$ cat config.mk
export PLATFORM = sky130hd
export DESIGN_NAME = sobel_window
export DESIGN_NICKNAME = d
export VERILOG_FILES = /design/src/rtl/sobel_pkg.sv /design/src/rtl/sobel_window.sv
export SDC_FILE = /design/constraint.sdc
export NUM_CORES = 1
export LEC_CHECK = 0
export BUFFER_PORTS_ARGS = -buffer_cell sky130_fd_sc_hd__buf_2
export CORE_MARGIN = 1.5
export CORE_UTILIZATION = 60
export CTS_CLUSTER_SIZE = 25
export DETAILED_ROUTE_END_ITERATION = 7
export PLACE_DENSITY = 0.81
export SLEW_MARGIN = 20
export SYNTH_ARGS = -nofsm -noshare
export SYNTH_HDL_FRONTEND = slang
export SYNTH_SLANG_ARGS = --single-unit
$ cat constraint.sdc
create_clock -name clk_i -period 5.96 [get_ports clk_i]
set_clock_uncertainty 0.1 [all_clocks]
set_input_delay 1.788 -clock clk_i [delete_from_list [all_inputs] [get_ports clk_i]]
set_output_delay 1.788 -clock clk_i [all_outputs]
set_load 0.005 [all_outputs]
$ cat src/rtl/sobel_pkg.sv
package sobel_pkg;

  localparam int unsigned CFG_W = 11;

  localparam logic [7:0] EDGE_ON  = 8'hFF;
  localparam logic [7:0] EDGE_OFF = 8'h00;

  // one column of the window as it enters, with the results it causes
  typedef struct packed {
    logic [7:0] top;
    logic [7:0] mid;
    logic [7:0] pix;
    logic       first_col;
    logic [3:0] mask;
    logic [9:0] row;
    logic [9:0] col;
  } col_word_t;

  typedef struct packed {
    logic signed [10:0] gx;
    logic signed [10:0] gy;
    logic [9:0]         row;
    logic [9:0]         col;
    logic               last;
  } grad_t;

endpackage

$ cat src/rtl/sobel_window.sv
module sobel_window import sobel_pkg::*; (
  input  logic      clk_i,
  input  logic      rst_ni,
  input  logic      col_valid_i,
  input  col_word_t col_i,
  output logic      col_ready_o,
  output logic      grad_valid_o,
  output grad_t     grad_o,
  input  logic      grad_ready_i
);

  logic [7:0] win_q [3][3];
  logic [7:0] wc [3][3];
  logic [7:0] ws [3][3];
  logic [3:0] mask_q;
  logic       busy_q;
  logic [9:0] row_q;
  logic [9:0] col_q;
  logic       grad_valid_q;
  grad_t      grad_q;

  logic       en_out;
  logic       issue;
  logic       load;
  logic [1:0] pick;
  logic [3:0] rem;
  logic [9:0] lsum, rsum, tsum, bsum;

  assign en_out      = !grad_valid_q || grad_ready_i;
  assign issue       = busy_q && en_out;
  assign col_ready_o = !busy_q || (issue && (rem == 4'b0000));
  assign load        = col_valid_i && col_ready_o;

  always_comb begin
    if (mask_q[0]) begin
      pick = 2'd0;
    end else if (mask_q[1]) begin
      pick = 2'd1;
    end else if (mask_q[2]) begin
      pick = 2'd2;
    end else begin
      pick = 2'd3;
    end
    rem = mask_q & ~(4'b0001 << pick);
  end

  // replicate right column and bottom row where the result sits on the border
  always_comb begin
    for (int i = 0; i < 3; i++) begin
      wc[0][i] = pick[0] ? win_q[1][i] : win_q[0][i];
      wc[1][i] = pick[0] ? win_q[2][i] : win_q[1][i];
      wc[2][i] = win_q[2][i];
    end
    for (int j = 0; j < 3; j++) begin
      ws[j][0] = pick[1] ? wc[j][1] : wc[j][0];
      ws[j][1] = pick[1] ? wc[j][2] : wc[j][1];
      ws[j][2] = wc[j][2];
    end
    lsum = {2'b00, ws[0][0]} + {1'b0, ws[0][1], 1'b0} + {2'b00, ws[0][2]};
    rsum = {2'b00, ws[2][0]} + {1'b0, ws[2][1], 1'b0} + {2'b00, ws[2][2]};
    tsum = {2'b00, ws[0][0]} + {1'b0, ws[1][0], 1'b0} + {2'b00, ws[2][0]};
    bsum = {2'b00, ws[0][2]} + {1'b0, ws[1][2], 1'b0} + {2'b00, ws[2][2]};
  end

  always_ff @(posedge clk_i or negedge rst_ni) begin
    if (!rst_ni) begin
      for (int j = 0; j < 3; j++) begin
        for (int i = 0; i < 3; i++) begin
          win_q[j][i] <= 8'd0;
        end
      end
    end else if (load) begin
      if (col_i.first_col) begin
        for (int j = 0; j < 3; j++) begin
          win_q[j][0] <= col_i.top;
          win_q[j][1] <= col_i.mid;
          win_q[j][2] <= col_i.pix;
        end
      end else begin
        for (int i = 0; i < 3; i++) begin
          win_q[0][i] <= win_q[1][i];
          win_q[1][i] <= win_q[2][i];
        end
        win_q[2][0] <= col_i.top;
        win_q[2][1] <= col_i.mid;
        win_q[2][2] <= col_i.pix;
      end
    end
  end

  always_ff @(posedge clk_i or negedge rst_ni) begin
    if (!rst_ni) begin
      busy_q <= 1'b0;
      mask_q <= 4'b0000;
    end else if (load) begin
      busy_q <= |col_i.mask;
      mask_q <= col_i.mask;
    end else if (issue) begin
      busy_q <= |rem;
      mask_q <= rem;
    end
  end

  always_ff @(posedge clk_i) begin
    if (load) begin
      row_q <= col_i.row;
      col_q <= col_i.col;
    end
  end

  always_ff @(posedge clk_i or negedge rst_ni) begin
    if (!rst_ni) begin
      grad_valid_q <= 1'b0;
    end else if (en_out) begin
      grad_valid_q <= issue;
    end
  end

  always_ff @(posedge clk_i) begin
    if (issue) begin
      grad_q.gx   <= $signed({1'b0, rsum}) - $signed({1'b0, lsum});
      grad_q.gy   <= $signed({1'b0, bsum}) - $signed({1'b0, tsum});
      grad_q.row  <= pick[1] ? row_q : row_q - 10'd1;
      grad_q.col  <= pick[0] ? col_q : col_q - 10'd1;
      grad_q.last <= (rem == 4'b0000);
    end
  end

  assign grad_valid_o = grad_valid_q;
  assign grad_o       = grad_q;

endmodule

==> results.toml <==
[clock_tree]
tritoncts = "built"
cts-resized-gates = 0
cts_root_buf = "clkbuf_16"
cts_sinks = 141
ctsHoldBuffers = 0
cts_buffer_depth = 2
postCtsSetupBuffers = 0
clkLatencyLatePin_ps = 430
path_clk_slew_ps = 60
cts.htree.levels = 4
numCtsBuffers = 17

[global_route]
overflow = 0
grt_use_total_pct = 25.6
antenna_found_initial = 0
grt_pass1_vias = 6213
grt_max_degree = 107
grt_pass1_wl_mm = 31.6

[logic_synthesis]
synth_ff_type = "dfrtp_1"
synth_edf_count = 63
yosys.area.top_type_share_pct = 21.2
synthArstFlopShare_pct = 55.3
syn_nets = 960
ys_seq_area_share_pct = 41.8
yosysTopAreaCell = "dfrtp_1"
yosysUniqueCellTypes = 60
syn_area_mm2 = 0.00920
synth_warnings = 0
syn_inst = 819
ys_ff_latch = 141
synth_area_leaders = "dfrtp_1 (21%), edfxtp_1 (21%), fa_1 (13%)"
syn_area_per_cell_um2 = 11.2

[die]
rows = 45
io_pins = 98
die_height_um = 127
die_width_um = 127
die-area_mm2 = 0.0161
core_area_mm2 = 0.0151
start_util_pct = 61.0

[detailed_routing]
wl_per_cell_um = 17.5
wl_met2_mm = 9.19
wl_met3_mm = 1.11
drtIter0Drc = 506
dr.pass1.iters = 6
wl_met1_mm = 8.84
routed_via_density = 5.68
drc = 0
drtAntennaViolNets = 0
routed_wl_mm = 19.4
top_layer = "met4"
vias = 6308

[sta]
hold_viol = 0
timing.final.crit_share_pct = 89.1
fin_setup_tns_ps = 0
rsz0062_at_grt = "false"
setup_viol = 0
tightest_slew_ps = 1050
fin_crit_ps = 5310
max_slew_margin_pct = 29.8
max_freq_mhz = 188
drv_slew = 0

[finish]
fillCellCount = 1094
nNetsFinal = 1050
diodes = 0
seq_area_mm2 = 0.00384
postLayoutCoreUtil_pct = 69.1
layout-drive-gt1-share_pct = 20.8
multi_input_area_mm2 = 0.00477
area_growth_pct = 13.3

[status]
run_status = "complete, no violations"

[critical_path]
cpMostUsedCell = "inv_1"
cp_slowest_stage_delay_ps = 540
critPathMaxFanout = 11
path_cells = "inv_1 -> o21ai_2 -> buf_4 -> a211oi_1 -> o31ai_1 -> fa_1 -> inv_1 -> fa_1 -> inv_1 -> fa_1 -> inv_1 -> ha_1 -> nor2b_1 -> o31a_1 -> or3b_2 -> o311ai_0"
path_class = "reg2reg"
ff2ff_setup_slack_ps = 650
required_ps = 6090
critPathArrivalTime_ps = 5440
critPathCaptureType = "register"
cp_slowest_cell = "o31ai_1"
start_kind = "register"

[placed_design]
dp_hpwl_mm = 13.7
io_buffer_count = 97
place.gp.congestion = 0.894

[run]
drv_cap = 0

[worst_hold_path]
min_path_type = "reg2reg"
==> kinds of logic after synthesis <==
| group | count (synthesis) | synth area share, % |
|---|---|---|
| compound gates | 148 | 9.97 |
| xor+xnor | 29 | 2.76 |
| fa+ha+maj | 88 | 17.0 |
| buf+inv | 145 | 6.38 |
| flops | 141 | 41.8 |
| mux | 122 | 14.0 |
| simple gates | 146 | 8.13 |
==> cells in the mapped netlist, drive strengths merged (2+ instances only) <==
| library cell | instances |
|---|---|
| nor2b | 4 |
| a22oi | 2 |
| fa | 62 |
| nand2 | 75 |
| nand3 | 5 |
| xnor2 | 19 |
| o31ai | 4 |
| a21o | 4 |
| mux2i | 80 |
| nand3b | 4 |
| o21a | 3 |
| or3 | 5 |
| edfxtp | 63 |
| nor4 | 7 |
| clkbuf | 16 |
| a21boi | 5 |
| nor2 | 27 |
| a211oi | 10 |
| o311ai | 2 |
| o211ai | 6 |
| dfrtp | 78 |
| ha | 26 |
| buf | 21 |
| a31oi | 5 |
| a211o | 2 |
| nor4b | 2 |
| xor2 | 10 |
| nand2b | 4 |
| mux2 | 41 |
| o41ai | 2 |
| a21oi | 19 |
| nor3 | 4 |
| nand4 | 2 |
| inv | 108 |
| nor3b | 4 |
| o21bai | 3 |
| o21ai | 74 |
==> area by class of cell <==
class / count / share of cell area [%]
repair buffers: 108 / 5.63
multi-input cells: 533 / 45.8
flip-flops and latches: 141 / 36.9
clock buffers: 20 / 4.19
well taps: 188 / 2.26
clock inverters: 12 / 1.39
inverters: 108 / 3.89
==> path summary, 6_finish.rpt <==
path,cells after the start,end,from
max reg2reg,16,grad_o[30]$_DFFE_PP_,mask_q[2]$_DFFE_PN0P_
min in group asynchronous,1,win_q[26]$_DFFE_PN0P_,rst_ni
max,16,grad_o[30]$_DFFE_PP_,mask_q[2]$_DFFE_PN0P_
min reg2reg,2,win_q[57]$_DFFE_PN0P_,win_q[57]$_DFFE_PN0P_
max in group asynchronous,1,wc[6]$_DFFE_PN0P_,rst_ni
min,2,win_q[57]$_DFFE_PN0P_,win_q[57]$_DFFE_PN0P_
==> registers in the layout (all words and copies together), names as in the netlist <==
| register | cells |
|---|---|
| win_q | 48 |
| grad_o | 43 |
| wc | 24 |
| col_q | 10 |
| row_q | 10 |
| mask_q | 4 |
| busy_q | 1 |
| grad_valid_o | 1 |
==> critical path: cells and delay by family, from the launching register on <==
kind	cells	cell delay, ps
adder cells (fa/ha/maj)	4	1620
AND/OR/NAND/NOR	2	600
AO/OA/AOI/OAI	5	1520
flip-flops	1	520
buffers and inverters	5	730
==> per-layer routing <==
layer  up-vias  global-route usage, %
li1       3006                      -
met1      3073                   35.8
met2       206                   40.5
met3        23                   6.28
met4         0                   7.09
met5         -                      0
==> per-stage QoR <==
stage	instances	area, um^2	hold WS, ps	setup slack [ps]
global placement	1078	9840	356	972
floorplan	819	9200	344	1360
detailed placement	1078	9840	364	752
CTS	1110	10400	376	676
finish	1110	10400	371	649
global route	1110	10400	402	433
==> placed cells by master (no fill, tap or decap), types with 26 or more instances in the layout <==
cell type  synthesis  routed
dfrtp_1           78      78
ha_1              26      26
fa_1              62      62
inv_1            108     108
o21ai_0           73      73
mux2_2            41      41
nand2_1           75      75
edfxtp_1          63      63
buf_2             10      96
mux2i_1           80      80
Power is not shown: default switching activity piles up to over one toggle a cycle in this logic, so the estimate is an artifact.
