`src/rtl/sobel_pkg.sv`:
```
package sobel_pkg;

  localparam int unsigned CFG_W = 11;

  localparam logic [7:0] EDGE_ON  = 8'hFF;
  localparam logic [7:0] EDGE_OFF = 8'h00;

  // one column of the window as it enters, with the results it causes
  typedef struct packed {
    logic [7:0] top;
    logic [7:0] mid;
    logic [7:0] pix;
    logic       first_col;
    logic [3:0] mask;
    logic [9:0] row;
    logic [9:0] col;
  } col_word_t;

  typedef struct packed {
    logic signed [10:0] gx;
    logic signed [10:0] gy;
    logic [9:0]         row;
    logic [9:0]         col;
    logic               last;
  } grad_t;

endpackage

```
`src/rtl/sobel_mag.sv`:
```
module sobel_mag import sobel_pkg::*; (
  input  logic             clk_i,
  input  logic             rst_ni,
  input  logic [CFG_W-1:0] thr_i,
  input  logic             grad_valid_i,
  input  grad_t            grad_i,
  output logic             grad_ready_o,
  output logic             out_valid_o,
  input  logic             out_ready_i,
  output logic [7:0]       edge_value_o,
  output logic [9:0]       out_row_o,
  output logic [9:0]       out_col_o,
  output logic             last_of_run_o
);

  logic               sq_valid_q;
  logic [19:0]        sqx_q, sqy_q;
  logic [9:0]         sq_row_q, sq_col_q;
  logic               sq_last_q;
  logic [21:0]        tsq_q;
  logic signed [21:0] gx2, gy2;
  logic [20:0]        mag2;
  logic               out_valid_q;
  logic [7:0]         edge_q;
  logic [9:0]         row_q, col_q;
  logic               last_q;
  logic               en_sq, en_out;

  assign en_out       = !out_valid_q || out_ready_i;
  assign en_sq        = !sq_valid_q || en_out;
  assign grad_ready_o = en_sq;

  assign gx2  = 22'(grad_i.gx) * 22'(grad_i.gx);
  assign gy2  = 22'(grad_i.gy) * 22'(grad_i.gy);
  assign mag2 = {1'b0, sqx_q} + {1'b0, sqy_q};

  always_ff @(posedge clk_i) begin
    tsq_q <= 22'(thr_i) * 22'(thr_i);
  end

  always_ff @(posedge clk_i or negedge rst_ni) begin
    if (!rst_ni) begin
      sq_valid_q <= 1'b0;
    end else if (en_sq) begin
      sq_valid_q <= grad_valid_i;
    end
  end

  always_ff @(posedge clk_i) begin
    if (en_sq && grad_valid_i) begin
      sqx_q     <= gx2[19:0];
      sqy_q     <= gy2[19:0];
      sq_row_q  <= grad_i.row;
      sq_col_q  <= grad_i.col;
      sq_last_q <= grad_i.last;
    end
  end

  always_ff @(posedge clk_i or negedge rst_ni) begin
    if (!rst_ni) begin
      out_valid_q <= 1'b0;
    end else if (en_out) begin
      out_valid_q <= sq_valid_q;
    end
  end

  always_ff @(posedge clk_i) begin
    if (en_out && sq_valid_q) begin
      edge_q <= ({1'b0, mag2} > tsq_q) ? EDGE_ON : EDGE_OFF;
      row_q  <= sq_row_q;
      col_q  <= sq_col_q;
      last_q <= sq_last_q;
    end
  end

  assign out_valid_o   = out_valid_q;
  assign edge_value_o  = edge_q;
  assign out_row_o     = row_q;
  assign out_col_o     = col_q;
  assign last_of_run_o = last_q;

endmodule

```
`config.mk`:
```
export PLATFORM = sky130hd
export DESIGN_NAME = sobel_mag
export DESIGN_NICKNAME = d
export VERILOG_FILES = /design/src/rtl/sobel_pkg.sv /design/src/rtl/sobel_mag.sv
export SDC_FILE = /design/constraint.sdc
export NUM_CORES = 1
export LEC_CHECK = 0
export BUFFER_PORTS_ARGS = -buffer_cell sky130_fd_sc_hd__buf_2
export CORE_ASPECT_RATIO = 1.4
export CORE_MARGIN = 4
export CORE_UTILIZATION = 54
export DETAILED_ROUTE_END_ITERATION = 10
export GPL_TIMING_DRIVEN = 0
export PLACE_DENSITY = 0.72
export REMOVE_ABC_BUFFERS = 1
export SLEW_MARGIN = 5
export SYNTH_ARGS = -nofsm -noshare
export SYNTH_HDL_FRONTEND = slang
export SYNTH_SLANG_ARGS = --single-unit
```
`constraint.sdc`:
```
create_clock -name clk_i -period 4.8 [get_ports clk_i]
set_clock_uncertainty 0.2 [all_clocks]
set_input_delay 0.24 -clock clk_i [delete_from_list [all_inputs] [get_ports clk_i]]
set_output_delay 0.24 -clock clk_i [all_outputs]
set_load 0.03 [all_outputs]
```
==> results.toml, run 1 <==
[status]
status = "complete, but fails checks"
violations = "setup timing"

[critical_path]
startpoint_type = "primary input"
worstPathArrival_ps = 4850
r2r_slack_ps = 600
worst_ep_required_time_ps = 4810
crit_path_end_kind = "flop"
cpMaxStageDelayCell = "fa_1"
cp_common_cell = "fa_1"
slowest_delay_ps = 540
cp_max_fo = 6
path_class = "primary input to flop"
crit_chain = "buf_12 -> inv_4 -> nor2_4 -> inv_2 -> fa_1 -> fa_1 -> fa_1 -> inv_2 -> fa_1 -> inv_2 -> fa_1 -> inv_2 -> ha_4 -> or4_4 -> o211ai_1 -> a31oi_2 -> buf_4 -> nor4_2 -> a311o_1"

[synth]
synth_top_area_share_pct = 32.9
synthCells = 1525
synth_ff_type = "edfxtp_1"
ys_seq_area_share_pct = 19.0
ys_warn_count = 0
synthesis.area_um2 = 15300
yosysTopAreaCell = "fa_1"
async_flop_share_pct = 1.92
synth_seq_cells = 104
synth_edf_count = 81
synthTopCellsByArea = "fa_1 (33%), edfxtp_1 (16%), ha_1 (14%), inv_1 (9.2%), xnor2_1 (3.7%)"
synth_cell_type_count = 62
avgSynthCellArea_um2 = 10.0

[clock_tree]
cts_buffer_depth = 2
htreeDepth = 3
cts_made_buffers = 9
cts-root-buf = "clkbuf_16"
cts_tree = "done"
clk-insertion-delay-late_ps = 340
cts.sinks = 104
clk_pin_slew_worst_paths_ps = 70

[placed_design]
dp.cells = 1944
routabilityCongestion = 0.885
placed_area_um2 = 16000
io_buffers = 88
hpwlAfterDp_um = 24100

[power]
pwr-share-clk_pct = 5.8
irDropWorstVdd_v = 0.000585
netSwitchingPower_w = 0.00572
pwr-share-seq_pct = 13.3
internal-power_w = 0.00663
power-per-cell-area_nw_per_um2 = 705
pwr-share-comb_pct = 81.0
p_total_w = 0.0124
leakage_nw = 8.64
swShare_pct = 46.3

[global_route]
antenna_found_initial = 0
grt-ovfl-total = 0
grt_start_max_net_pins = 39
grt_pass1_vias = 11700
grt_pass1_wl_um = 52100
grt_usage_pct = 20.3

[timing]
finalWorstSetupSlack_ps = -38.2
period_share_pct = 101
slew_violations = 0
setup_tns_ps = -59.0
fmax_ghz = 0.207
min_period_ps = 4840
final-setup-viol-count = 3
finalHoldViolations = 0
whs_ps = 20.3
tightest_slew_ps = 982
maxSlewHeadroom_pct = 34.5
rsz0062_at_grt = "yes"

[floorplan]
ioPinCount = 89
dieArea_um2 = 31100
start_util_pct = 55.1
die_w_um = 150
coreArea_um2 = 27700
fp-row-count = 72
die_h_um = 207

[routing]
wl_um = 29700
via_per_inst = 5.18
vias = 10400
firstDrtPassIters = 6
drcViolationCount = 0
ant_nets = 0
drtIter0Drc = 399
wire_per_inst_um = 14.7

[finish]
final_cell_mix = "inv_1 (354), fa_1 (240), ha_1 (163), edfxtp_1 (81), and2_1 (76)"
layout.area.seq_um2 = 2900
layout_commonest_cell = "inv_1"
post-route-cell-area_um2 = 17500
diodes = 0
final_cells = 2017
nFillCells = 2247
area_growth_pct = 14.6
multi_input_area_um2 = 11200
nets = 2124
drive_gt1_share_pct = 15.1

[hold_path]
hp-class = "primary input to flop"

[job]
maxCapViolations = 0
-- worst paths after layout --
kind                              from              end  cells after the start
max                         grad_i[27]        sqy_q[18]                     19
min                         grad_i[32]         sqx_q[0]                      1
max reg2reg                   sqx_q[3]  edge_value_o[6]                     14
min reg2reg                sq_row_q[0]     out_row_o[0]                      0
max in group asynchronous       rst_ni       sq_valid_q                      2
min in group asynchronous       rst_ni      out_valid_o                      2
-- power groups by stage --
stage / Combinational, W / Sequential (W) / Clock, W
after global placement: 0.00849 / 0.00166 / 0
after global routing: 0.0114 / 0.00166 / 0.000771
after floorplan: 0.00682 / 0.00173 / 0
final: 0.0100 / 0.00164 / 0.000712
after CTS: 0.00934 / 0.00164 / 0.000726
after detailed placement: 0.00876 / 0.00166 / 0
-- per-stage QoR --
step / setup WS, ps / utilization, %
after floorplan: -240 / -
after global placement: -802 / 57.7
after detailed placement: -911 / 57.8
after CTS: 0.450 / 61.4
after global routing: -174 / 63.1
final: -38.2 / 63.1
-- synth_stat cells (3+ instances only) --
| cell | instances |
|---|---|
| nand3_1 | 6 |
| and2_1 | 86 |
| a21oi_1 | 40 |
| xnor2_1 | 65 |
| or2_2 | 6 |
| edfxtp_1 | 81 |
| xor2_1 | 13 |
| a211o_1 | 3 |
| clkbuf_1 | 33 |
| or4_1 | 4 |
| or3_1 | 4 |
| o211ai_1 | 5 |
| buf_4 | 7 |
| a2111oi_0 | 4 |
| o21ai_1 | 7 |
| inv_1 | 374 |
| ha_1 | 173 |
| mux2i_1 | 4 |
| and3_1 | 11 |
| o21ai_0 | 27 |
| nor3_1 | 11 |
| nand2b_1 | 13 |
| dfxtp_1 | 21 |
| o21a_1 | 20 |
| nor2b_1 | 33 |
| o31a_1 | 3 |
| nor4_1 | 5 |
| o21bai_1 | 6 |
| a21o_1 | 15 |
| nor2_1 | 57 |
| a31oi_1 | 8 |
| o22ai_1 | 4 |
| fa_1 | 251 |
| nand4_1 | 4 |
| nand2_1 | 82 |
| a211oi_1 | 6 |
-- routing by layer --
| layer | vias up | GRT usage (%) | routed length [um] |
|---|---|---|---|
| li1 | 5002 | - | - |
| met1 | 5246 | 22.6 | 10800 |
| met2 | 132 | 40.4 | 17600 |
| met3 | 62 | 1.05 | 432 |
| met4 | 0 | 6.09 | 866 |
| met5 | - | 0 | 0 |
-- logic make-up (layout without fill, tap and decap cells) --
group                    after synthesis  count (layout)  synth area share (%)
buffers and inverters                414             536                  10.3
AND/OR/NAND/NOR                      331             331                  11.3
adder cells (fa/ha/maj)              424             424                  47.1
flip-flops                           104             104                  19.0
XOR/XNOR                              80              80                  4.77
AO/OA/AOI/OAI                        167             167                  7.22
multiplexers                           5               5                 0.336
-- registers in the layout (all words and copies together), names as in the netlist, 10 cells and up --
register,flops
sq_col_q,10
out_col_o,10
sqy_q,19
sq_row_q,10
out_row_o,10
sqx_q,19
tsq_q,21
-- critical path: cells and delay by family --
family	cells	cell delay [ps]
AOI/OAI and AO/OA	3	630
adders and majority gates	6	2750
buffers and inverters	7	490
and+or+nand+nor	3	730
-- layout make-up --
class / instances / share of cell area [%]
clock buffer: 9 / 1.29
timing repair buffer: 146 / 6.87
sequential: 104 / 16.6
multi-input combinational: 1007 / 64.1
clock inverter: 7 / 0.407
tap: 370 / 2.64
inverter: 374 / 8.15
-- timing repair --
item                                    4_1_cts  5_1_grt
gates resized for setup                     105      100
setup buffers                                14       18
gates cloned                                  0        0
hold endpoints to repair                     27        0
hold buffers                                 26        0
endpoints found under the setup margin       16       22
pin swaps                                    35       59
Power figures use the tool's default switching activity.
==> run 2, diff against run 1 <==
Settings changed: PLACE_DENSITY 0.72 to 0.71.
==> results.toml, run 2 (same netlist as run 1, synthesis figures left out) <==
[status]
status = "completed"

[timing]
maxSlewHeadroom_pct = 32.9
tightest_slew_ps = 1010
fmax_ghz = 0.210
slew_violations = 0
final-setup-viol-count = 0
period_share_pct = 99.4
rsz0062_at_grt = "yes"
whs_ps = 12.7
min_period_ps = 4770
finalHoldViolations = 0

[clock_tree]
htreeDepth = 3
cts_buffer_depth = 2
cts-root-buf = "clkbuf_16"
clk_pin_slew_worst_paths_ps = 70
cts.sinks = 104
cts_tree = "done"
clk-insertion-delay-late_ps = 340
cts_made_buffers = 9

[placed_design]
hpwlAfterDp_um = 23900
routabilityCongestion = 0.863
io_buffers = 88

[hold_path]
hp-class = "primary input to flop"

[critical_path]
slowest_delay_ps = 550
startpoint_type = "primary input"
critPathBufInv = 3
worst_ep_required_time_ps = 4700
cp_common_cell = "fa_1"
crit_family = "adder cells"
crit_path_end_kind = "flop"
worstPathArrival_ps = 4670
cp_max_fo = 8
path_class = "primary input to flop"
cpMaxStageDelayCell = "fa_1"
crit_chain = "buf_12 -> and2_1 -> fa_2 -> fa_1 -> inv_2 -> fa_1 -> inv_2 -> fa_1 -> fa_2 -> ha_4 -> or4_4 -> a21oi_4 -> o21ai_2 -> o211a_1 -> o31ai_1 -> and4b_1"

[routing]
wire_per_inst_um = 14.6
ant_nets = 0
wl_um = 29500
vias = 10400
drcViolationCount = 0
via_per_inst = 5.16
firstDrtPassIters = 5
drtIter0Drc = 326

[power]
leakage_nw = 8.61
p_total_w = 0.0119
power-per-cell-area_nw_per_um2 = 684
irDropWorstVdd_v = 0.000522

[finish]
nets = 2124
largest_reg_flops = 21
final_cell_mix = "inv_1 (357), fa_1 (240), ha_1 (163), edfxtp_1 (81), and2_1 (73)"
layout_commonest_cell = "inv_1"
largest_register = "tsq_q"
drive_gt1_share_pct = 14.6
diodes = 0
top_regs = "tsq_q: 21 flops, sqx_q: 19 flops, sqy_q: 19 flops"
area_growth_pct = 14.3

[floorplan]
dieArea_um2 = 31100
die_w_um = 150
die_h_um = 207
start_util_pct = 55.1
ioPinCount = 89
fp-row-count = 72
coreArea_um2 = 27700

[global_route]
grt_pass1_wl_um = 50900
antenna_found_initial = 0
grt-ovfl-total = 0
grt_pass1_vias = 11400
grt_start_max_net_pins = 41
grt_usage_pct = 19.9

[job]
maxCapViolations = 0
-- run 2: where the power goes --
part	switching, W	total (W)	internal [W]
logic	0.00512	0.00964	0.00453
clock network	0.000315	0.000664	0.000349
registers	0.0000858	0.00164	0.00155
total	0.00552	0.0119	0.00643
-- run 2: path summary, 6_finish.rpt --
check                                  end        start  cells past startpoint  slack (ps)
max                              sqy_q[19]   grad_i[24]                     16          30
min                              tsq_q[21]     thr_i[9]                      3          10
max reg2reg                edge_value_o[6]     sqx_q[3]                     14         590
min reg2reg                   out_col_o[4]  sq_col_q[4]                      0         220
max in group asynchronous      out_valid_o       rst_ni                      3        3720
min in group asynchronous       sq_valid_q       rst_ni                      3         560
-- run 2: what timing repair did --
| action | CTS | global route |
|---|---|---|
| hold buffers | 27 | 0 |
| resized for setup | 103 | 93 |
| buffers inserted | 13 | 17 |
| setup endpoints to repair | 18 | 21 |
| endpoints found under the hold margin | 26 | 0 |
| pin swaps | 33 | 43 |
-- run 2: final cells by class --
class	count	area (um^2)
Sequential cell	104	2900
Multi-Input combinational cell	1007	11200
Inverter	374	1430
Clock inverter	6	35.0
Fill cell	2284	10300
Clock buffer	10	229
Timing Repair Buffer	146	1220
Tap cell	370	463
-- run 2: tightest hold or removal path: cells and delay by family --
kind	cells	cell delay (ps)
xor gates and xnor gates	1	60
buffers and inverters	1	130
and+or+nand+nor	1	80
-- run 2: stage by stage --
| stage | setup slack, ps | instance area [um^2] | util, % | TNS [ps] | cells |
|---|---|---|---|---|---|
| after floorplan | -240 | 15100 | - | -1200 | 1485 |
| after global placement | -799 | 16000 | 57.7 | -11320 | 1943 |
| after detailed placement | -938 | 16000 | 57.8 | -12900 | 1944 |
| after CTS | 2.92 | 17000 | 61.3 | 0 | 2000 |
| after global routing | -103 | 17500 | 62.9 | -254 | 2017 |
| final | 29.0 | 17500 | 62.9 | 0 | 2017 |
-- run 2: layer usage --
metal | up-vias | share of wire, % | GRT usage, %
li1 | 5006 | - | -
met1 | 5216 | 37 | 22.4
met2 | 136 | 59 | 40.0
met3 | 55 | 1.6 | 0.896
met4 | 0 | 2.6 | 5.08
met5 | - | 0 | 0
==> run 3, diff against run 2 <==
Settings changed: ABC_AREA set to 1.
==> results.toml, run 3 <==
[critical_path]
crit_path_end_kind = "flop"
r2r_slack_ps = 1570
slowest_delay_ps = 540
worst_ep_required_time_ps = 4710
cp_max_fo = 12
crit_family = "adder cells"
worstPathArrival_ps = 4540
crit_chain = "clkbuf_4 -> nand2_1 -> fa_1 -> inv_1 -> fa_1 -> inv_1 -> fa_1 -> inv_1 -> fa_1 -> inv_1 -> fa_1 -> inv_1 -> ha_2 -> nand2_1 -> nor2_1 -> nand2_1 -> nand3_2 -> a21oi_2 -> buf_4 -> nand3_1 -> nand2_1"
startpoint_type = "primary input"
cpMaxStageDelayCell = "fa_1"
critPathBufInv = 7
path_class = "primary input to flop"

[global_route]
grt_start_max_net_pins = 46
antenna_found_initial = 0
grt_pass1_wl_um = 57300
grt_pass1_vias = 13000
grt-ovfl-total = 0
grt_usage_pct = 21.0

[floorplan]
start_util_pct = 55.2
coreArea_um2 = 29400
ioPinCount = 89
fp-row-count = 74
die_w_um = 154
die_h_um = 213
dieArea_um2 = 32900

[timing]
min_period_ps = 4630
maxSlewHeadroom_pct = 61.5
period_share_pct = 96.5
slew_violations = 0
finalHoldViolations = 0
final-setup-viol-count = 0
rsz0062_at_grt = "yes"
whs_ps = 39.4
fmax_ghz = 0.216
finalWorstSetupSlack_ps = 169
tightest_slew_ps = 577

[synth]
avgSynthCellArea_um2 = 8.42
synth_edf_count = 81
synth_ff_type = "edfxtp_1"
yosysMostFrequentCell = "inv_1"
ys_warn_count = 0
synth_top_area_share_pct = 31.0
synthesis.area_um2 = 16200
ys_seq_area_share_pct = 17.9
synth_cell_type_count = 42
synthCells = 1924
synth_seq_cells = 104
yosysTopAreaCell = "fa_1"
synth_common_cells = "inv_1 (531), nand2_1 (409), fa_1 (251)"
synthTopCellsByArea = "fa_1 (31%), edfxtp_1 (15%), ha_1 (13%), inv_1 (12%), nand2_1 (9.5%)"
async_flop_share_pct = 1.92

[placed_design]
dp.cells = 2350
dp_slack_ps = -470
routabilityCongestion = 0.878
io_buffers = 88
hpwlAfterDp_um = 27800

[clock_tree]
cts_buffer_depth = 2
cts_tree = "done"
cts_made_buffers = 9
htreeDepth = 3
clk-insertion-delay-late_ps = 350
cts.sinks = 104
cts-root-buf = "clkbuf_16"
clk_pin_slew_worst_paths_ps = 80

[finish]
area_growth_pct = 8.85
drive_gt1_share_pct = 7.50
top_regs = "tsq_q: 21 flops, sqx_q: 19 flops, sqy_q: 19 flops"
largest_reg_flops = 21
final_cell_mix = "inv_1 (528), nand2_1 (408), fa_1 (249), ha_1 (171), nor2_1 (94)"
nets = 2491
layout_commonest_cell = "inv_1"
final_cells = 2395
largest_register = "tsq_q"

[routing]
firstDrtPassIters = 5
drtIter0Drc = 543
drcViolationCount = 0
wl_um = 32600
wire_per_inst_um = 13.6
ant_nets = 0
vias = 11900
via_per_inst = 4.99

[power]
irDropWorstVdd_v = 0.000530
leakage_nw = 10.1
power-per-cell-area_nw_per_um2 = 692

[job]
maxCapViolations = 0

[hold_path]
hp-class = "primary input to flop"

[status]
status = "completed"
## run 3: kinds of logic (layout without fill, tap and decap cells)
logic type	after synthesis	after routing	share of synthesized area, %
XOR/XNOR	68	68	3.68
AO/OA/AOI/OAI	148	148	5.21
AND/OR/NAND/NOR	604	604	15.3
flip-flops	104	104	17.9
other	0	1	0
buffers and inverters	576	666	13.5
adder cells (fa/ha/maj)	424	424	44.4
## run 3: final timing paths
check	to	cells after the start	startpoint
max reg2reg	edge_value_o[6]	17	sqx_q[7]
min reg2reg	out_row_o[5]	0	sq_row_q[5]
min	tsq_q[2]	2	thr_i[0]
max	sqx_q[19]	21	grad_i[39]
min in group asynchronous	out_valid_o	3	rst_ni
max in group asynchronous	sq_valid_q	3	rst_ni
## run 3: power breakdown
| group | internal [W] | switching (W) |
|---|---|---|
| Sequential | 0.00157 | 0.0000950 |
| Combinational | 0.00375 | 0.00605 |
| Clock | 0.000380 | 0.000343 |
| Total | 0.00570 | 0.00649 |
## run 3: cell type report
class	count	area, um^2
diodes	1	2.50
clock buffers	10	239
clock inverters	6	60.1
fillers	2666	11700
inverters	532	2000
multi-input cells	1244	11200
flip-flops and latches	104	2900
well taps	380	475
repair buffers	118	788
## run 3: metrics by stage
step,area [um^2],utilization [%],setup TNS (ps),power (W)
6_report,17600,60.0,0,0.0122
5_1_grt,17600,60.0,-74.0,0.0138
4_1_cts,17500,59.7,0,0.0122
3_5_place_dp,17000,57.8,-5980,0.0114
3_3_place_gp,16900,57.6,-5500,0.0112
2_1_floorplan,16000,-,0,0.00905
## run 3: metal layers
metal | GRT usage (%) | up-vias | share of wire (%)
met1 | 23.0 | 5796 | 36
li1 | - | 5924 | -
met5 | 0 | - | 0
met2 | 42.6 | 163 | 59
met3 | 1.44 | 64 | 2.1
met4 | 6.79 | 0 | 2.7
## run 3: repair_timing
item / in CTS / in global routing
hold buffers: 26 / 0
pin swaps: 0 / 3
resized for setup: 4 / 29
hold endpoints to repair: 26 / 0
buffers inserted: 0 / 2
endpoints found under the setup margin: 4 / 17
